`src/rtl/ssrt_pkg.sv`:
```
package ssrt_pkg;

  localparam int DEPTH       = 32;
  localparam int KEY_BITS    = 20;
  localparam int VALUE_BITS  = 32;
  localparam int MODE_BITS   = 3;
  localparam int STATUS_BITS = 2;
  localparam int COUNT_BITS  = 6;

  localparam int IDX_W      = (DEPTH > 1) ? $clog2(DEPTH) : 1;
  localparam int CNT_W      = $clog2(DEPTH + 1);
  localparam int ENTRY_W    = KEY_BITS + VALUE_BITS;
  localparam int IN_DATA_W  = ((KEY_BITS + VALUE_BITS + 7) / 8) * 8;
  localparam int OUT_DATA_W = ((KEY_BITS + VALUE_BITS + COUNT_BITS + 7) / 8) * 8;
  localparam int OUT_USER_W = 1 + STATUS_BITS;

  localparam logic [MODE_BITS-1:0] MODE_INSERT = 3'd0;
  localparam logic [MODE_BITS-1:0] MODE_DELETE = 3'd1;
  localparam logic [MODE_BITS-1:0] MODE_GET    = 3'd2;
  localparam logic [MODE_BITS-1:0] MODE_ADD    = 3'd3;
  localparam logic [MODE_BITS-1:0] MODE_SET    = 3'd4;
  localparam logic [MODE_BITS-1:0] MODE_DUMP   = 3'd5;

  localparam logic [STATUS_BITS-1:0] ST_OK        = 2'd0;
  localparam logic [STATUS_BITS-1:0] ST_NOT_FOUND = 2'd1;
  localparam logic [STATUS_BITS-1:0] ST_FULL      = 2'd2;

  typedef enum logic [3:0] {
    S_IDLE,
    S_INS_RD,
    S_INS_CMP,
    S_SRCH,
    S_SRCH_CMP,
    S_DEL_RD,
    S_DEL_WR,
    S_DUMP_RD,
    S_DUMP_OUT,
    S_RESP
  } state_t;

  typedef enum logic [1:0] {
    RD_MID,
    RD_PTR_DN,
    RD_PTR_UP,
    RD_PTR
  } rd_sel_t;

  typedef enum logic [1:0] {
    WR_SHIFT,
    WR_NEW,
    WR_UPD
  } wr_sel_t;

  typedef enum logic [1:0] {
    PTR_HOLD,
    PTR_INC,
    PTR_DEC,
    PTR_MID
  } ptr_op_t;

  typedef enum logic [1:0] {
    CNT_HOLD,
    CNT_INC,
    CNT_DEC
  } cnt_op_t;

  typedef enum logic [2:0] {
    OUT_INS,
    OUT_FULL,
    OUT_MISS,
    OUT_HIT,
    OUT_DUMP,
    OUT_EMPTY
  } out_sel_t;

  typedef struct packed {
    logic     load;
    logic     rd_en;
    rd_sel_t  rd_sel;
    logic     wr_en;
    wr_sel_t  wr_sel;
    ptr_op_t  ptr_op;
    logic     srch_lo;
    logic     srch_hi;
    logic     hit_load;
    cnt_op_t  cnt_op;
    logic     out_load;
    out_sel_t out_sel;
  } cmd_t;

  typedef struct packed {
    logic [MODE_BITS-1:0] mode;
    logic                 full;
    logic                 empty;
    logic                 ptr_zero;
    logic                 srch_open;
    logic                 key_eq;
    logic                 key_lt;
    logic                 del_more;
    logic                 dump_last;
    logic                 out_free;
  } stat_t;

  function automatic logic [COUNT_BITS-1:0] count_field(input logic [CNT_W-1:0] c);
    logic [63:0] w;
    w = 64'(c);
    return w[COUNT_BITS-1:0];
  endfunction

endpackage

```
`src/rtl/ssrt_ram.sv`:
```
module ssrt_ram #(
  parameter int WIDTH = 8,
  parameter int DEPTH = 16
) (
  input  logic                                     clk,
  input  logic                                     we,
  input  logic [((DEPTH > 1) ? $clog2(DEPTH) : 1)-1:0] waddr,
  input  logic [WIDTH-1:0]                         wdata,
  input  logic                                     re,
  input  logic [((DEPTH > 1) ? $clog2(DEPTH) : 1)-1:0] raddr,
  output logic [WIDTH-1:0]                         rdata
);

  logic [WIDTH-1:0] mem [DEPTH];

  always_ff @(posedge clk) begin
    if (we) begin
      mem[waddr] <= wdata;
    end
    if (re) begin
      rdata <= mem[raddr];
    end
  end

endmodule

```
`src/rtl/ssrt_ctrl.sv`:
```
module ssrt_ctrl (
  input  logic                           clk,
  input  logic                           rst_n,
  input  logic                           in_valid,
  input  logic [ssrt_pkg::MODE_BITS-1:0] in_mode,
  output logic                           in_ready,
  input  ssrt_pkg::stat_t                stat,
  output ssrt_pkg::cmd_t                 cmd
);

  ssrt_pkg::state_t   state_r, state_nxt;
  ssrt_pkg::out_sel_t resp_r, resp_nxt;

  always_ff @(posedge clk) begin
    if (!rst_n) begin
      state_r <= ssrt_pkg::S_IDLE;
      resp_r  <= ssrt_pkg::OUT_MISS;
    end else begin
      state_r <= state_nxt;
      resp_r  <= resp_nxt;
    end
  end

  always_comb begin
    state_nxt    = state_r;
    resp_nxt     = resp_r;
    in_ready     = 1'b0;
    cmd          = '0;
    cmd.rd_sel   = ssrt_pkg::RD_PTR;
    cmd.wr_sel   = ssrt_pkg::WR_SHIFT;
    cmd.ptr_op   = ssrt_pkg::PTR_HOLD;
    cmd.cnt_op   = ssrt_pkg::CNT_HOLD;
    cmd.out_sel  = resp_r;
    case (state_r)
      ssrt_pkg::S_IDLE: begin
        in_ready = 1'b1;
        if (in_valid) begin
          cmd.load = 1'b1;
          case (in_mode)
            ssrt_pkg::MODE_INSERT: begin
              if (stat.full) begin
                resp_nxt  = ssrt_pkg::OUT_FULL;
                state_nxt = ssrt_pkg::S_RESP;
              end else begin
                state_nxt = ssrt_pkg::S_INS_RD;
              end
            end
            ssrt_pkg::MODE_DELETE, ssrt_pkg::MODE_GET,
            ssrt_pkg::MODE_ADD, ssrt_pkg::MODE_SET: begin
              state_nxt = ssrt_pkg::S_SRCH;
            end
            ssrt_pkg::MODE_DUMP: begin
              if (stat.empty) begin
                resp_nxt  = ssrt_pkg::OUT_EMPTY;
                state_nxt = ssrt_pkg::S_RESP;
              end else begin
                state_nxt = ssrt_pkg::S_DUMP_RD;
              end
            end
            default: state_nxt = ssrt_pkg::S_IDLE;
          endcase
        end
      end
      ssrt_pkg::S_INS_RD: begin
        if (stat.ptr_zero) begin
          cmd.wr_en  = 1'b1;
          cmd.wr_sel = ssrt_pkg::WR_NEW;
          cmd.cnt_op = ssrt_pkg::CNT_INC;
          resp_nxt   = ssrt_pkg::OUT_INS;
          state_nxt  = ssrt_pkg::S_RESP;
        end else begin
          cmd.rd_en  = 1'b1;
          cmd.rd_sel = ssrt_pkg::RD_PTR_DN;
          state_nxt  = ssrt_pkg::S_INS_CMP;
        end
      end
      ssrt_pkg::S_INS_CMP: begin
        cmd.wr_en = 1'b1;
        if (!stat.key_lt) begin
          cmd.wr_sel = ssrt_pkg::WR_SHIFT;
          cmd.ptr_op = ssrt_pkg::PTR_DEC;
          state_nxt  = ssrt_pkg::S_INS_RD;
        end else begin
          cmd.wr_sel = ssrt_pkg::WR_NEW;
          cmd.cnt_op = ssrt_pkg::CNT_INC;
          resp_nxt   = ssrt_pkg::OUT_INS;
          state_nxt  = ssrt_pkg::S_RESP;
        end
      end
      ssrt_pkg::S_SRCH: begin
        if (stat.srch_open) begin
          cmd.rd_en  = 1'b1;
          cmd.rd_sel = ssrt_pkg::RD_MID;
          cmd.ptr_op = ssrt_pkg::PTR_MID;
          state_nxt  = ssrt_pkg::S_SRCH_CMP;
        end else begin
          resp_nxt  = ssrt_pkg::OUT_MISS;
          state_nxt = ssrt_pkg::S_RESP;
        end
      end
      ssrt_pkg::S_SRCH_CMP: begin
        if (stat.key_eq) begin
          cmd.hit_load = 1'b1;
          cmd.wr_sel   = ssrt_pkg::WR_UPD;
          cmd.wr_en    = (stat.mode == ssrt_pkg::MODE_ADD) ||
                         (stat.mode == ssrt_pkg::MODE_SET);
          if (stat.mode == ssrt_pkg::MODE_DELETE) begin
            state_nxt = ssrt_pkg::S_DEL_RD;
          end else begin
            resp_nxt  = ssrt_pkg::OUT_HIT;
            state_nxt = ssrt_pkg::S_RESP;
          end
        end else if (stat.key_lt) begin
          cmd.srch_lo = 1'b1;
          state_nxt   = ssrt_pkg::S_SRCH;
        end else begin
          cmd.srch_hi = 1'b1;
          state_nxt   = ssrt_pkg::S_SRCH;
        end
      end
      ssrt_pkg::S_DEL_RD: begin
        if (stat.del_more) begin
          cmd.rd_en  = 1'b1;
          cmd.rd_sel = ssrt_pkg::RD_PTR_UP;
          state_nxt  = ssrt_pkg::S_DEL_WR;
        end else begin
          cmd.cnt_op = ssrt_pkg::CNT_DEC;
          resp_nxt   = ssrt_pkg::OUT_HIT;
          state_nxt  = ssrt_pkg::S_RESP;
        end
      end
      ssrt_pkg::S_DEL_WR: begin
        cmd.wr_en  = 1'b1;
        cmd.wr_sel = ssrt_pkg::WR_SHIFT;
        cmd.ptr_op = ssrt_pkg::PTR_INC;
        state_nxt  = ssrt_pkg::S_DEL_RD;
      end
      ssrt_pkg::S_DUMP_RD: begin
        cmd.rd_en  = 1'b1;
        cmd.rd_sel = ssrt_pkg::RD_PTR;
        state_nxt  = ssrt_pkg::S_DUMP_OUT;
      end
      ssrt_pkg::S_DUMP_OUT: begin
        cmd.out_sel = ssrt_pkg::OUT_DUMP;
        if (stat.out_free) begin
          cmd.out_load = 1'b1;
          if (stat.dump_last) begin
            state_nxt = ssrt_pkg::S_IDLE;
          end else begin
            cmd.ptr_op = ssrt_pkg::PTR_INC;
            state_nxt  = ssrt_pkg::S_DUMP_RD;
          end
        end
      end
      ssrt_pkg::S_RESP: begin
        if (stat.out_free) begin
          cmd.out_load = 1'b1;
          state_nxt    = ssrt_pkg::S_IDLE;
        end
      end
      default: state_nxt = ssrt_pkg::S_IDLE;
    endcase
  end

endmodule

```
`src/rtl/ssrt_dpath.sv`:
```
module ssrt_dpath (
  input  logic                             clk,
  input  logic                             rst_n,
  input  logic [ssrt_pkg::MODE_BITS-1:0]   in_mode,
  input  logic [ssrt_pkg::KEY_BITS-1:0]    in_key,
  input  logic [ssrt_pkg::VALUE_BITS-1:0]  in_value,
  input  ssrt_pkg::cmd_t                   cmd,
  output ssrt_pkg::stat_t                  stat,
  input  logic                             out_ready,
  output logic                             out_valid,
  output logic [ssrt_pkg::KEY_BITS-1:0]    out_key,
  output logic [ssrt_pkg::VALUE_BITS-1:0]  out_value,
  output logic                             out_found,
  output logic [ssrt_pkg::STATUS_BITS-1:0] out_status,
  output logic [ssrt_pkg::COUNT_BITS-1:0]  out_count,
  output logic                             out_last
);

  localparam int CW = ssrt_pkg::CNT_W;
  localparam int KB = ssrt_pkg::KEY_BITS;
  localparam int VB = ssrt_pkg::VALUE_BITS;

  logic [ssrt_pkg::MODE_BITS-1:0]   mode_r;
  logic [KB-1:0]                    key_r;
  logic [VB-1:0]                    value_r;
  logic [VB-1:0]                    hit_r;
  logic [CW-1:0]                    cnt_r, ptr_r, lo_r, hi_r;
  logic                             out_valid_r;
  logic [KB-1:0]                    out_key_r;
  logic [VB-1:0]                    out_value_r;
  logic                             out_found_r;
  logic [ssrt_pkg::STATUS_BITS-1:0] out_status_r;
  logic [ssrt_pkg::COUNT_BITS-1:0]  out_count_r;
  logic                             out_last_r;

  logic [CW:0]                      mid_sum;
  logic [CW-1:0]                    mid;
  logic [CW-1:0]                    rd_addr;
  logic [CW:0]                      ptr_p1;
  logic [ssrt_pkg::ENTRY_W-1:0]     rdata, wdata;
  logic [KB-1:0]                    rkey;
  logic [VB-1:0]                    rvalue, upd_value;
  logic                             out_free;

  assign mid_sum = {1'b0, lo_r} + {1'b0, hi_r} - (CW + 1)'(1);
  assign mid     = mid_sum[CW:1];
  assign ptr_p1  = {1'b0, ptr_r} + (CW + 1)'(1);
  assign rkey    = rdata[KB-1:0];
  assign rvalue  = rdata[ssrt_pkg::ENTRY_W-1:KB];

  always_comb begin
    case (cmd.rd_sel)
      ssrt_pkg::RD_MID:    rd_addr = mid;
      ssrt_pkg::RD_PTR_DN: rd_addr = ptr_r - CW'(1);
      ssrt_pkg::RD_PTR_UP: rd_addr = ptr_r + CW'(1);
      default:             rd_addr = ptr_r;
    endcase
  end

  always_comb begin
    case (mode_r)
      ssrt_pkg::MODE_ADD: upd_value = rvalue + value_r;
      ssrt_pkg::MODE_SET: upd_value = value_r;
      default:            upd_value = rvalue;
    endcase
  end

  always_comb begin
    case (cmd.wr_sel)
      ssrt_pkg::WR_NEW: wdata = {value_r, key_r};
      ssrt_pkg::WR_UPD: wdata = {upd_value, key_r};
      default:          wdata = rdata;
    endcase
  end

  ssrt_ram #(
    .WIDTH (ssrt_pkg::ENTRY_W),
    .DEPTH (ssrt_pkg::DEPTH)
  ) u_ram (
    .clk   (clk),
    .we    (cmd.wr_en),
    .waddr (ptr_r[ssrt_pkg::IDX_W-1:0]),
    .wdata (wdata),
    .re    (cmd.rd_en),
    .raddr (rd_addr[ssrt_pkg::IDX_W-1:0]),
    .rdata (rdata)
  );

  always_ff @(posedge clk) begin
    if (!rst_n) begin
      cnt_r <= '0;
    end else begin
      case (cmd.cnt_op)
        ssrt_pkg::CNT_INC: cnt_r <= cnt_r + CW'(1);
        ssrt_pkg::CNT_DEC: cnt_r <= cnt_r - CW'(1);
        default:           cnt_r <= cnt_r;
      endcase
    end
  end

  always_ff @(posedge clk) begin
    if (cmd.load) begin
      mode_r  <= in_mode;
      key_r   <= in_key;
      value_r <= in_value;
      lo_r    <= '0;
      hi_r    <= cnt_r;
      ptr_r   <= (in_mode == ssrt_pkg::MODE_INSERT) ? cnt_r : '0;
    end else begin
      if (cmd.srch_lo) begin
        lo_r <= ptr_r + CW'(1);
      end
      if (cmd.srch_hi) begin
        hi_r <= ptr_r;
      end
      case (cmd.ptr_op)
        ssrt_pkg::PTR_INC: ptr_r <= ptr_r + CW'(1);
        ssrt_pkg::PTR_DEC: ptr_r <= ptr_r - CW'(1);
        ssrt_pkg::PTR_MID: ptr_r <= mid;
        default:           ptr_r <= ptr_r;
      endcase
    end
    if (cmd.hit_load) begin
      hit_r <= upd_value;
    end
  end

  assign out_free = !out_valid_r || out_ready;

  always_ff @(posedge clk) begin
    if (!rst_n) begin
      out_valid_r <= 1'b0;
    end else if (cmd.out_load) begin
      out_valid_r <= 1'b1;
    end else if (out_ready) begin
      out_valid_r <= 1'b0;
    end
  end

  always_ff @(posedge clk) begin
    if (cmd.out_load) begin
      out_count_r <= ssrt_pkg::count_field(cnt_r);
      out_last_r  <= (cmd.out_sel != ssrt_pkg::OUT_DUMP) || (ptr_p1 == {1'b0, cnt_r});
      case (cmd.out_sel)
        ssrt_pkg::OUT_INS: begin
          out_key_r    <= key_r;
          out_value_r  <= value_r;
          out_found_r  <= 1'b0;
          out_status_r <= ssrt_pkg::ST_OK;
        end
        ssrt_pkg::OUT_FULL: begin
          out_key_r    <= key_r;
          out_value_r  <= value_r;
          out_found_r  <= 1'b0;
          out_status_r <= ssrt_pkg::ST_FULL;
        end
        ssrt_pkg::OUT_HIT: begin
          out_key_r    <= key_r;
          out_value_r  <= hit_r;
          out_found_r  <= 1'b1;
          out_status_r <= ssrt_pkg::ST_OK;
        end
        ssrt_pkg::OUT_DUMP: begin
          out_key_r    <= rkey;
          out_value_r  <= rvalue;
          out_found_r  <= 1'b1;
          out_status_r <= ssrt_pkg::ST_OK;
        end
        ssrt_pkg::OUT_EMPTY: begin
          out_key_r    <= '0;
          out_value_r  <= '0;
          out_found_r  <= 1'b0;
          out_status_r <= ssrt_pkg::ST_OK;
        end
        default: begin
          out_key_r    <= key_r;
          out_value_r  <= '0;
          out_found_r  <= 1'b0;
          out_status_r <= ssrt_pkg::ST_NOT_FOUND;
        end
      endcase
    end
  end

  always_comb begin
    stat.mode      = mode_r;
    stat.full      = (cnt_r == CW'(ssrt_pkg::DEPTH));
    stat.empty     = (cnt_r == '0);
    stat.ptr_zero  = (ptr_r == '0);
    stat.srch_open = (lo_r < hi_r);
    stat.key_eq    = (rkey == key_r);
    stat.key_lt    = (rkey < key_r);
    stat.del_more  = (ptr_p1 < {1'b0, cnt_r});
    stat.dump_last = (ptr_p1 == {1'b0, cnt_r});
    stat.out_free  = out_free;
  end

  assign out_valid  = out_valid_r;
  assign out_key    = out_key_r;
  assign out_value  = out_value_r;
  assign out_found  = out_found_r;
  assign out_status = out_status_r;
  assign out_count  = out_count_r;
  assign out_last   = out_last_r;

endmodule

```
`src/rtl/sorted_sparse_row_table.sv`:
```
// Sorted (key, value) table of up to 32 entries, kept in ascending key order.
// Input channel in_*: in_tuser carries the mode (insert, delete, get, add-to,
// set, dump), in_tdata the key and the Q16.16 value. Result channel out_*:
// key, value and entry count in out_tdata, found and status in out_tuser,
// out_tlast on the final result of an item. One item is worked at a time;
// in_tready is high only while the block is idle, and a finished result may
// still wait in the output register while the next item is taken.
// Table steps per item, set by the single entry RAM and its registered read port:
//   insert          a read and a write per entry at or above the insert point,
//                   one more read unless the entry goes first; none when full
//   get/add-to/set  a read per probe, with a write on an add-to or set hit
//   delete          a read per probe, then a read and a write per entry above
//                   the removed one
//   dump            a read and a result per entry; one result when empty
// At most 6 probes at 32 entries. Reset empties the table (entry count zero)
// and drops any pending result; the entry RAM itself is not cleared. While
// out_tready is low the result holds in out_tdata; the block takes at most one
// more item of a defined mode and stalls when that item's result is ready.
module sorted_sparse_row_table (
  input  logic                            clk,
  input  logic                            rst_n,
  input  logic                            in_tvalid,
  output logic                            in_tready,
  input  logic [ssrt_pkg::IN_DATA_W-1:0]  in_tdata,   // key, value
  input  logic [ssrt_pkg::MODE_BITS-1:0]  in_tuser,   // mode
  output logic                            out_tvalid,
  input  logic                            out_tready,
  output logic [ssrt_pkg::OUT_DATA_W-1:0] out_tdata,  // out_key, out_value, entry_count
  output logic [ssrt_pkg::OUT_USER_W-1:0] out_tuser,  // found, status
  output logic                            out_tlast
);

  localparam int KB = ssrt_pkg::KEY_BITS;
  localparam int VB = ssrt_pkg::VALUE_BITS;
  localparam int CB = ssrt_pkg::COUNT_BITS;

  ssrt_pkg::cmd_t                   cmd;
  ssrt_pkg::stat_t                  stat;
  logic                             in_ready;
  logic [KB-1:0]                    out_key;
  logic [VB-1:0]                    out_value;
  logic                             out_found;
  logic [ssrt_pkg::STATUS_BITS-1:0] out_status;
  logic [CB-1:0]                    out_count;

  ssrt_ctrl u_ctrl (
    .clk      (clk),
    .rst_n    (rst_n),
    .in_valid (in_tvalid),
    .in_mode  (in_tuser),
    .in_ready (in_ready),
    .stat     (stat),
    .cmd      (cmd)
  );

  ssrt_dpath u_dpath (
    .clk        (clk),
    .rst_n      (rst_n),
    .in_mode    (in_tuser),
    .in_key     (in_tdata[KB-1:0]),
    .in_value   (in_tdata[KB+VB-1:KB]),
    .cmd        (cmd),
    .stat       (stat),
    .out_ready  (out_tready),
    .out_valid  (out_tvalid),
    .out_key    (out_key),
    .out_value  (out_value),
    .out_found  (out_found),
    .out_status (out_status),
    .out_count  (out_count),
    .out_last   (out_tlast)
  );

  assign in_tready = in_ready;

  always_comb begin
    out_tdata                      = '0;
    out_tdata[KB-1:0]              = out_key;
    out_tdata[KB+VB-1:KB]          = out_value;
    out_tdata[KB+VB+CB-1:KB+VB]    = out_count;
    out_tuser                      = {out_status, out_found};
  end

endmodule

```
`config.mk`:
```
export PLATFORM = sky130hd
export DESIGN_NAME = sorted_sparse_row_table
export DESIGN_NICKNAME = d
export VERILOG_FILES = /design/src/rtl/ssrt_pkg.sv /design/src/rtl/ssrt_ram.sv /design/src/rtl/ssrt_ctrl.sv /design/src/rtl/ssrt_dpath.sv /design/src/rtl/sorted_sparse_row_table.sv
export SDC_FILE = /design/constraint.sdc
export NUM_CORES = 2
export LEC_CHECK = 0
export BUFFER_PORTS_ARGS = -buffer_cell sky130_fd_sc_hd__buf_2
export CORE_MARGIN = 2
export CORE_UTILIZATION = 49
export CTS_BUF_LIST = sky130_fd_sc_hd__clkbuf_8
export DETAILED_ROUTE_END_ITERATION = 10
export GPL_ROUTABILITY_DRIVEN = 0
export MAX_ROUTING_LAYER = met4
export PLACE_DENSITY = 0.61
export SETUP_SLACK_MARGIN = 0.4
export SLEW_MARGIN = 20
export SYNTH_ARGS = -nofsm -noshare
export SYNTH_HDL_FRONTEND = slang
export SYNTH_SLANG_ARGS = --single-unit
export TNS_END_PERCENT = 30
```
`constraint.sdc`:
```
create_clock -name clk -period 7.55 [get_ports clk]
set_input_delay 1.8875 -clock clk [delete_from_list [all_inputs] [get_ports clk]]
set_output_delay 1.8875 -clock clk [all_outputs]
set_load 0.005 [all_outputs]
```
======== Yosys cells after proc, flatten, opt, wreduce, memory -nomap -nowiden ========
Memories as Yosys holds them, arrays and structs flattened. A register that Yosys moved wholly into a read port is not among the register bits.
Cells that the tools add are included.
operators by class
  $add $sub $neg .......................... 8
  multiply operators ...................... 0
  divide/modulo/power cells ............... 0
  magnitude comparators ................... 3
  equality and inequality tests ........... 46
  shifts and indexed selects .............. 0
  multiplexer cells ....................... 69
  bitwise logic cells ..................... 0
  reduce and logical (&&, ||, !) cells .... 22
operators by type and width
  operator                                             number
  one-hot mux 52 bit (2 select lines)                  1
  one-hot mux 32 bit (3 select lines)                  1
  one-hot mux 32 bit (2 select lines)                  1
  two-way mux 3 bit                                    17
  two-way mux 4 bit                                    11
  one-hot mux 20 bit (2 select lines)                  1
  one-hot mux 4 bit (10 select lines)                  1
  adder 32 bit                                         1
  two-way mux 6 bit                                    4
  one-hot mux 3 bit (4 select lines)                   2
  equality test 20 bit                                 1
  less-than comparator 20 bit                          1
  one-hot mux 3 bit (6 select lines)                   1
  one-hot mux 6 bit (3 select lines)                   1
  equality test 4 x 3 -> 1 bit, second input constant  4
  two-way mux 1 bit                                    16
  equality test 3 bit, second input constant           5
  one-hot mux 5 bit (3 select lines)                   1
  adder 6 x 1 -> 6 bit, second input constant          2
  equality test 3 x 2 -> 1 bit, second input constant  4
  logical NOT 6 bit                                    2
  != test 2 bit, second input constant                 6
  != test 3 bit, second input constant                 4
  one-hot mux 4 bit (3 select lines)                   1
  other kinds (33)                                     59
word-level totals
  flip-flop bits (word level) ............. 181
  bits in latches ......................... 0
  RAM bits ................................ 1664
  memory bits (read-only) ................. 0
  input bits .............................. 63
  output and inout bits ................... 70
  logic and storage cells ................. 166
  memories ................................ 1
memories
  memory             words  width  read ports  clocked after Yosys merged registers in  write ports  RTL line        RTL
  u_dpath.u_ram.mem  32     52     1           1                                        1            ssrt_ram.sv:14  logic [WIDTH-1:0] mem [DEPTH];

======== Depth between registers and ports, before layout ========
  depth after elaboration ................. 8
  mapped depth ............................ 20
  depth with buffers taken out ............ 19

======== Cells and area by module ========
Synthesis repeated with hierarchy kept, for this count alone.
unflattened totals
  cells, all modules ...................... 4979
  area, all modules ....................... 78579.1 µm²
modules (own cells, without submodules)
  module                   times used  cells each  area an instance (µm²)  seq. area each (µm²)
  ssrt_ram                 1           3641        66243.5                 51529.4
  ssrt_dpath               1           1200        11390.9                 5094.9
  ssrt_ctrl                1           130         888.4                   140.1
  sorted_sparse_row_table  1           8           56.3                    0.0

======== Least setup slack after synthesis ========
OpenSTA, ideal clock, no wires.
  kind .................................... reg2reg
  start ................................... register u_dpath.ptr_r[4]
  end ..................................... register u_dpath.u_ram.rdata[0] (read register of u_dpath.u_ram.mem), enable pin
  setup time .............................. 479 ps
  data arrival time ....................... 5026 ps
  required time ........................... 7071 ps
  setup slack ............................. 2045 ps
  cell stages (with the launch flop) ...... 12
  path buffers ............................ 2
  clock period less this slack ............ 5505 ps
  cells stage by stage .................... edfxtp_1 clkbuf_1 clkbuf_1 nand3_1 nor3_1 xor2_1 ha_1 nand3_1 a21oi_1 o41ai_2 nor2_2 a21oi_1
RTL lines
  what                    RTL line           RTL
  start, declared         ssrt_dpath.sv:27   logic [CW-1:0] cnt_r, ptr_r, lo_r, hi_r;
  start signal, assigned  ssrt_dpath.sv:108  ptr_r <= (in_mode == ssrt_pkg::MODE_INSERT) ? cnt_r : '0;
  start signal, assigned  ssrt_dpath.sv:117  ssrt_pkg::PTR_INC: ptr_r <= ptr_r + CW'(1);
  start signal, assigned  ssrt_dpath.sv:118  ssrt_pkg::PTR_DEC: ptr_r <= ptr_r - CW'(1);
  end, declared           ssrt_ram.sv:11     output logic [WIDTH-1:0] rdata

======== Worst setup path after layout ========
  start ................................... register u_dpath.u_ram.rdata[17] (read register of u_dpath.u_ram.mem)
  end ..................................... memory u_dpath.u_ram.mem[30][26] (netlist bit) (data pin)
between the ends
  word-level cells in the longest chain between the ends .. 5
  elaborated cells between the ends (all ways) .. 8
  classes of those cells .................. order compare: 1; eq/ne: 3; mux: 4
ends and longest elaborated chain
  what                                                                        RTL line                              RTL
  less-than comparator 20 bit / equality test 20 bit (equally long branches)  ssrt_dpath.sv:192, ssrt_dpath.sv:191
  two-way mux 1 bit / two-way mux 3 bit (equally long branches)               ssrt_ctrl.sv:79, ssrt_ctrl.sv:102
  one-hot mux 3 bit (4 select lines) (*)                                      ssrt_ctrl.sv:34                       case (state_r)
  equality test 2 bit / equality test 2 x 1 -> 1 bit (equally long branches)  ssrt_dpath.sv:69                      case (cmd.wr_sel)
  one-hot mux 52 bit (2 select lines) (*)                                     ssrt_dpath.sv:69
  via u_dpath.u_ram.wdata[26]                                                 ssrt_ram.sv:8                         input logic [WIDTH-1:0] wdata,
  end, declared                                                               ssrt_ram.sv:14
Mark *: on every way through the listed nets, which the timed path passes. The rest lies on a longest branch.

==> impl_metrics.toml <==
[clock_tree]
clock_transition_at_the_register_clock_pins_on_the_worst_setup_and_hold_paths_after_cts_ns = 0.07
numClockSinks = 1897
post_cts_setup_bufs = 0
max_h_tree_level = 5
cts_buffers = 327
clk_latency_ns = 1.01
cts_hold_repair.buffers = 0
postCtsResizedCells = 0
clock_tree.root_cell = "clkbuf_8"
cts-root-to-sink-buffers = 4
clock_tree_from_tritoncts = "done"

[floorplanning]
initial_core_util = 0.494
chip_height_um = 401
design.portCount = 133
floorplan.die.width_um = 401
die_area_mm2 = 0.161
rows = 145
core_ar_mm2 = 0.156

[status]
run_status = "finished clean"

[route]
detailedRoute.firstPassIterationCount = 9
wl_per_cell_um = 27.9
post_route_drc_violation_count = 0
vias_per_cell = 6.13
routed_wirelength_um = 212000
route.vias.total = 46721
postRouteAntennaNets = 0
detail_route.iter0.violations = 6437

[global_route]
grt_pass1_wl_um = 307000
pin_count_of_the_biggest_net_entering_global_routing = 164
overflow_left_after_global_routing = 0
grt_antenna_before_repair = 1
global_route.usage.total = 0.269
via_count_of_the_first_global_routing_pass = 44994

[finish]
drive_above_1_share = 0.175
util_after_layout = 0.554
nNetsFinal = 5497
syn_to_final_growth_pct = 12.3
fillerInstances = 12400

[placed_design]
detailedPlacementHpwl_um = 112000
buffer_ports.inserted = 122

[setup_path]
end_kind = "flop"
cell_at_the_slowest_stage_of_the_critical_path = "ha_4"
worst_r2r_endpoint = "u_dpath.u_ram.mem[30][26]$_DFFE_PP_"
cp_data_required_time_ns = 8.15
ordered_cell_list_for_the_critical_path = "ha_1, and4_1, nand2_1, nor3_1, nand4_1, o21a_1, and2_1, a22o_1, nand2_1, inv_1, ha_4, buf_4, buf_4, nand2_1, o21ai_4"
cp-start-kind = "flop"
worst-setup-path-type = "reg2reg"
slowest_delay_ns = 0.73
r2r_start = "u_dpath.u_ram.rdata[17]$_DFFE_PP_"
cp_common_cell = "nand2_1"
r2r_slack_ns = 1.66
cp_data_arrival_time_ns = 6.48
cp_max_fo = 39
r2r.worst_path.cells = 15

[power_and_ir_drop]
total_switching_power_mw = 16.1
p_sw_frac = 0.400
powerDensity_mw_per_mm2 = 463
seqPwrFrac = 0.346
share_comb_of_total_power = 0.448
fin_total_pwr_mw = 40.1
power_frac_clock = 0.206
cellLeakagePower_nw = 29.7
peakVddDrop_mv = 0.843
cellInternalPower_mw = 24.1

[flow_run]
max_cap_viol_count = 0

[yosys]
netlist_area_mm2 = 0.0772
synthTopCellsByArea = "edfxtp_1 73%, mux4_2 6.0%, nand2_1 4.6%, nand3_1 2.8%, a21oi_1 1.7%"
syn_inst = 5079
synth_flop_type = "edfxtp_1"
synth_top_area_frac = 0.730
synth-warning-count = 0
synth-seq-area-share = 0.735
ys_seq_elements = 1897
synthesis.area_per_instance_um2 = 15.2
edff_count_synth = 1877
post_synth_num_cell_types = 78
synth_top_area_cell = "edfxtp_1"
synthArstFlopShare = 0

[worst_hold_path]
hold_start = "u_dpath.lo_r[0]$_SDFFE_PP0P_"
holdPathEnd = "u_dpath.lo_r[0]$_SDFFE_PP0P_"
worstHoldPathCells = 2
worst_hold_path_type = "reg2reg"

[timing]
worst_hold_slack_after_final_layout_ns = 0.519
final.min_clock_period_ns = 5.89
max-slew-margin-rel = 0.219
grt_setup_unrepaired = "false"
maxClockFrequency_mhz = 170
final-setup-viol-count = 0
timing_max_transition_violations_final = 0
timing_worst_slew_pin_value_ns = 1.17
final.setup_skew_ns = 0.108
hold_viol_final = 0
fin_tns_setup_ns = 0
period_share = 0.780
layout make-up:
class                      count  area, µm²  area share
sequential                  1897      56800       0.655
tap                         2058       2570      0.0297
timing repair buffer         238       1960      0.0226
multi-input combinational   2786      19400       0.224
antenna                        1       2.50   0.0000289
inverter                      98        369     0.00426
clock buffer                 331       4560      0.0525
clock inverter               216       1040      0.0120
cell usage after synthesis (4+ instances only):
cell type,count
buf_2,146
o211ai_1,9
inv_1,98
a22o_1,41
a21boi_0,5
nand3_1,432
clkbuf_1,124
xnor2_1,27
nor3_2,51
or4_1,52
buf_6,4
a221oi_1,11
mux2i_1,13
a21oi_1,264
o21ai_0,90
mux4_2,207
a31oi_1,8
a221o_1,8
and3_1,6
a21o_1,30
nand2b_1,15
dfxtp_1,20
a211oi_1,8
xor2_1,12
o22ai_1,106
nor3_1,24
o31ai_1,7
nand2_1,945
nand4_1,14
o2111ai_1,4
nor2_1,101
or3b_2,4
nor3b_1,5
buf_4,12
nor2b_1,14
a22oi_1,52
and2_1,15
edfxtp_1,1877
a222oi_1,32
ha_1,83
or3_1,8
o21a_1,11
buf_1,17
o21bai_1,7
nand3b_1,9
flip-flops by register name, indices dropped and copies added (netlist names), 20 cells and up:
signal / flops
u_dpath.value_r: 32
u_dpath.out_key: 20
u_dpath.u_ram.rdata: 52
u_dpath.u_ram.mem: 1664
u_dpath.out_value: 32
u_dpath.hit_r: 32
u_dpath.key_r: 20
logic make-up after synthesis:
logic type | share of synthesized area
xor+xnor | 0.00442
flops | 0.735
simple gates | 0.102
fa+ha+maj | 0.0142
compound gates | 0.0596
buf+inv | 0.0228
other cells | 0.0000485
mux | 0.0623
layer usage:
layer,up-vias,track usage,wire [µm]
met5,-,-,0
met4,0,0.0804,5120
met3,398,0.0418,18700
met2,2345,0.405,99600
met1,23870,0.381,89000
li1,20108,-,-
critical path: cells and delay by family (launching register included):
family          cells  cell delay (ns)
buf+inv             3             1.18
simple gates        7             1.62
fa+ha+maj           2             1.06
compound gates      3             1.04
flops               1             0.44
cell usage in the layout, fill, tap and decap left out, types with 12 or more instances in the layout:
cell type  count
edfxtp_1    1877
nand2_1      938
nand3_1      432
clkbuf_8     331
a21oi_1      259
mux4_2       207
inv_1        194
buf_2        122
o22ai_1      106
ha_1          82
buf_4         78
clkinv_1      74
nor2_1        66
o21ai_0       65
nor3_2        53
a22oi_1       52
or4_1         52
a22o_1        39
buf_12        38
nor2_4        34
a222oi_1      32
clkinv_2      32
a21o_1        30
xnor2_1       27
o21ai_4       23
nor3_1        22
dfxtp_1       20
and2_1        15
nand2b_1      15
nor2b_1       14
nand4_1       14
mux2i_1       13
xor2_1        12
metrics by stage:
stage / cells / setup slack (ns) / cell area, µm²
floorplan: 5084 / 2.05 / 77300
global placement: 7077 / 1.85 / 80900
detailed placement: 7077 / 1.81 / 80900
CTS: 7624 / 1.77 / 86500
global route: 7625 / 1.40 / 86700
finish: 7625 / 1.66 / 86700
worst max path at each step:
stage,startpoint,to,slack (ns),depth (start not counted)
finish,u_dpath.u_ram.rdata[17]$_DFFE_PP_,u_dpath.u_ram.mem[30][26]$_DFFE_PP_,1.66,15
global route,u_dpath.ptr_r[0]$_DFFE_PP_,u_dpath.u_ram.rdata[34]$_DFFE_PP_,1.40,13
CTS,u_dpath.key_r[17]$_DFFE_PP_,u_dpath.u_ram.mem[31][21]$_DFFE_PP_,1.77,16
detailed placement,u_dpath.ptr_r[0]$_DFFE_PP_,u_dpath.u_ram.rdata[34]$_DFFE_PP_,1.81,13
global placement,u_dpath.ptr_r[0]$_DFFE_PP_,u_dpath.u_ram.rdata[34]$_DFFE_PP_,1.85,13
floorplan,u_dpath.ptr_r[4]$_DFFE_PP_,u_dpath.u_ram.rdata[0]$_DFFE_PP_,2.05,11
power by group through the flow:
stage	Sequential, mW	Clock (mW)	Combinational, mW
after floorplan	13.9	0	12.6
after global placement	14.1	0	17.7
after detailed placement	14.1	0	17.9
after CTS	13.9	8.43	17.9
after global routing	13.9	8.88	19.5
final	13.9	8.28	18.0
Power figures use the tool's default switching activity.
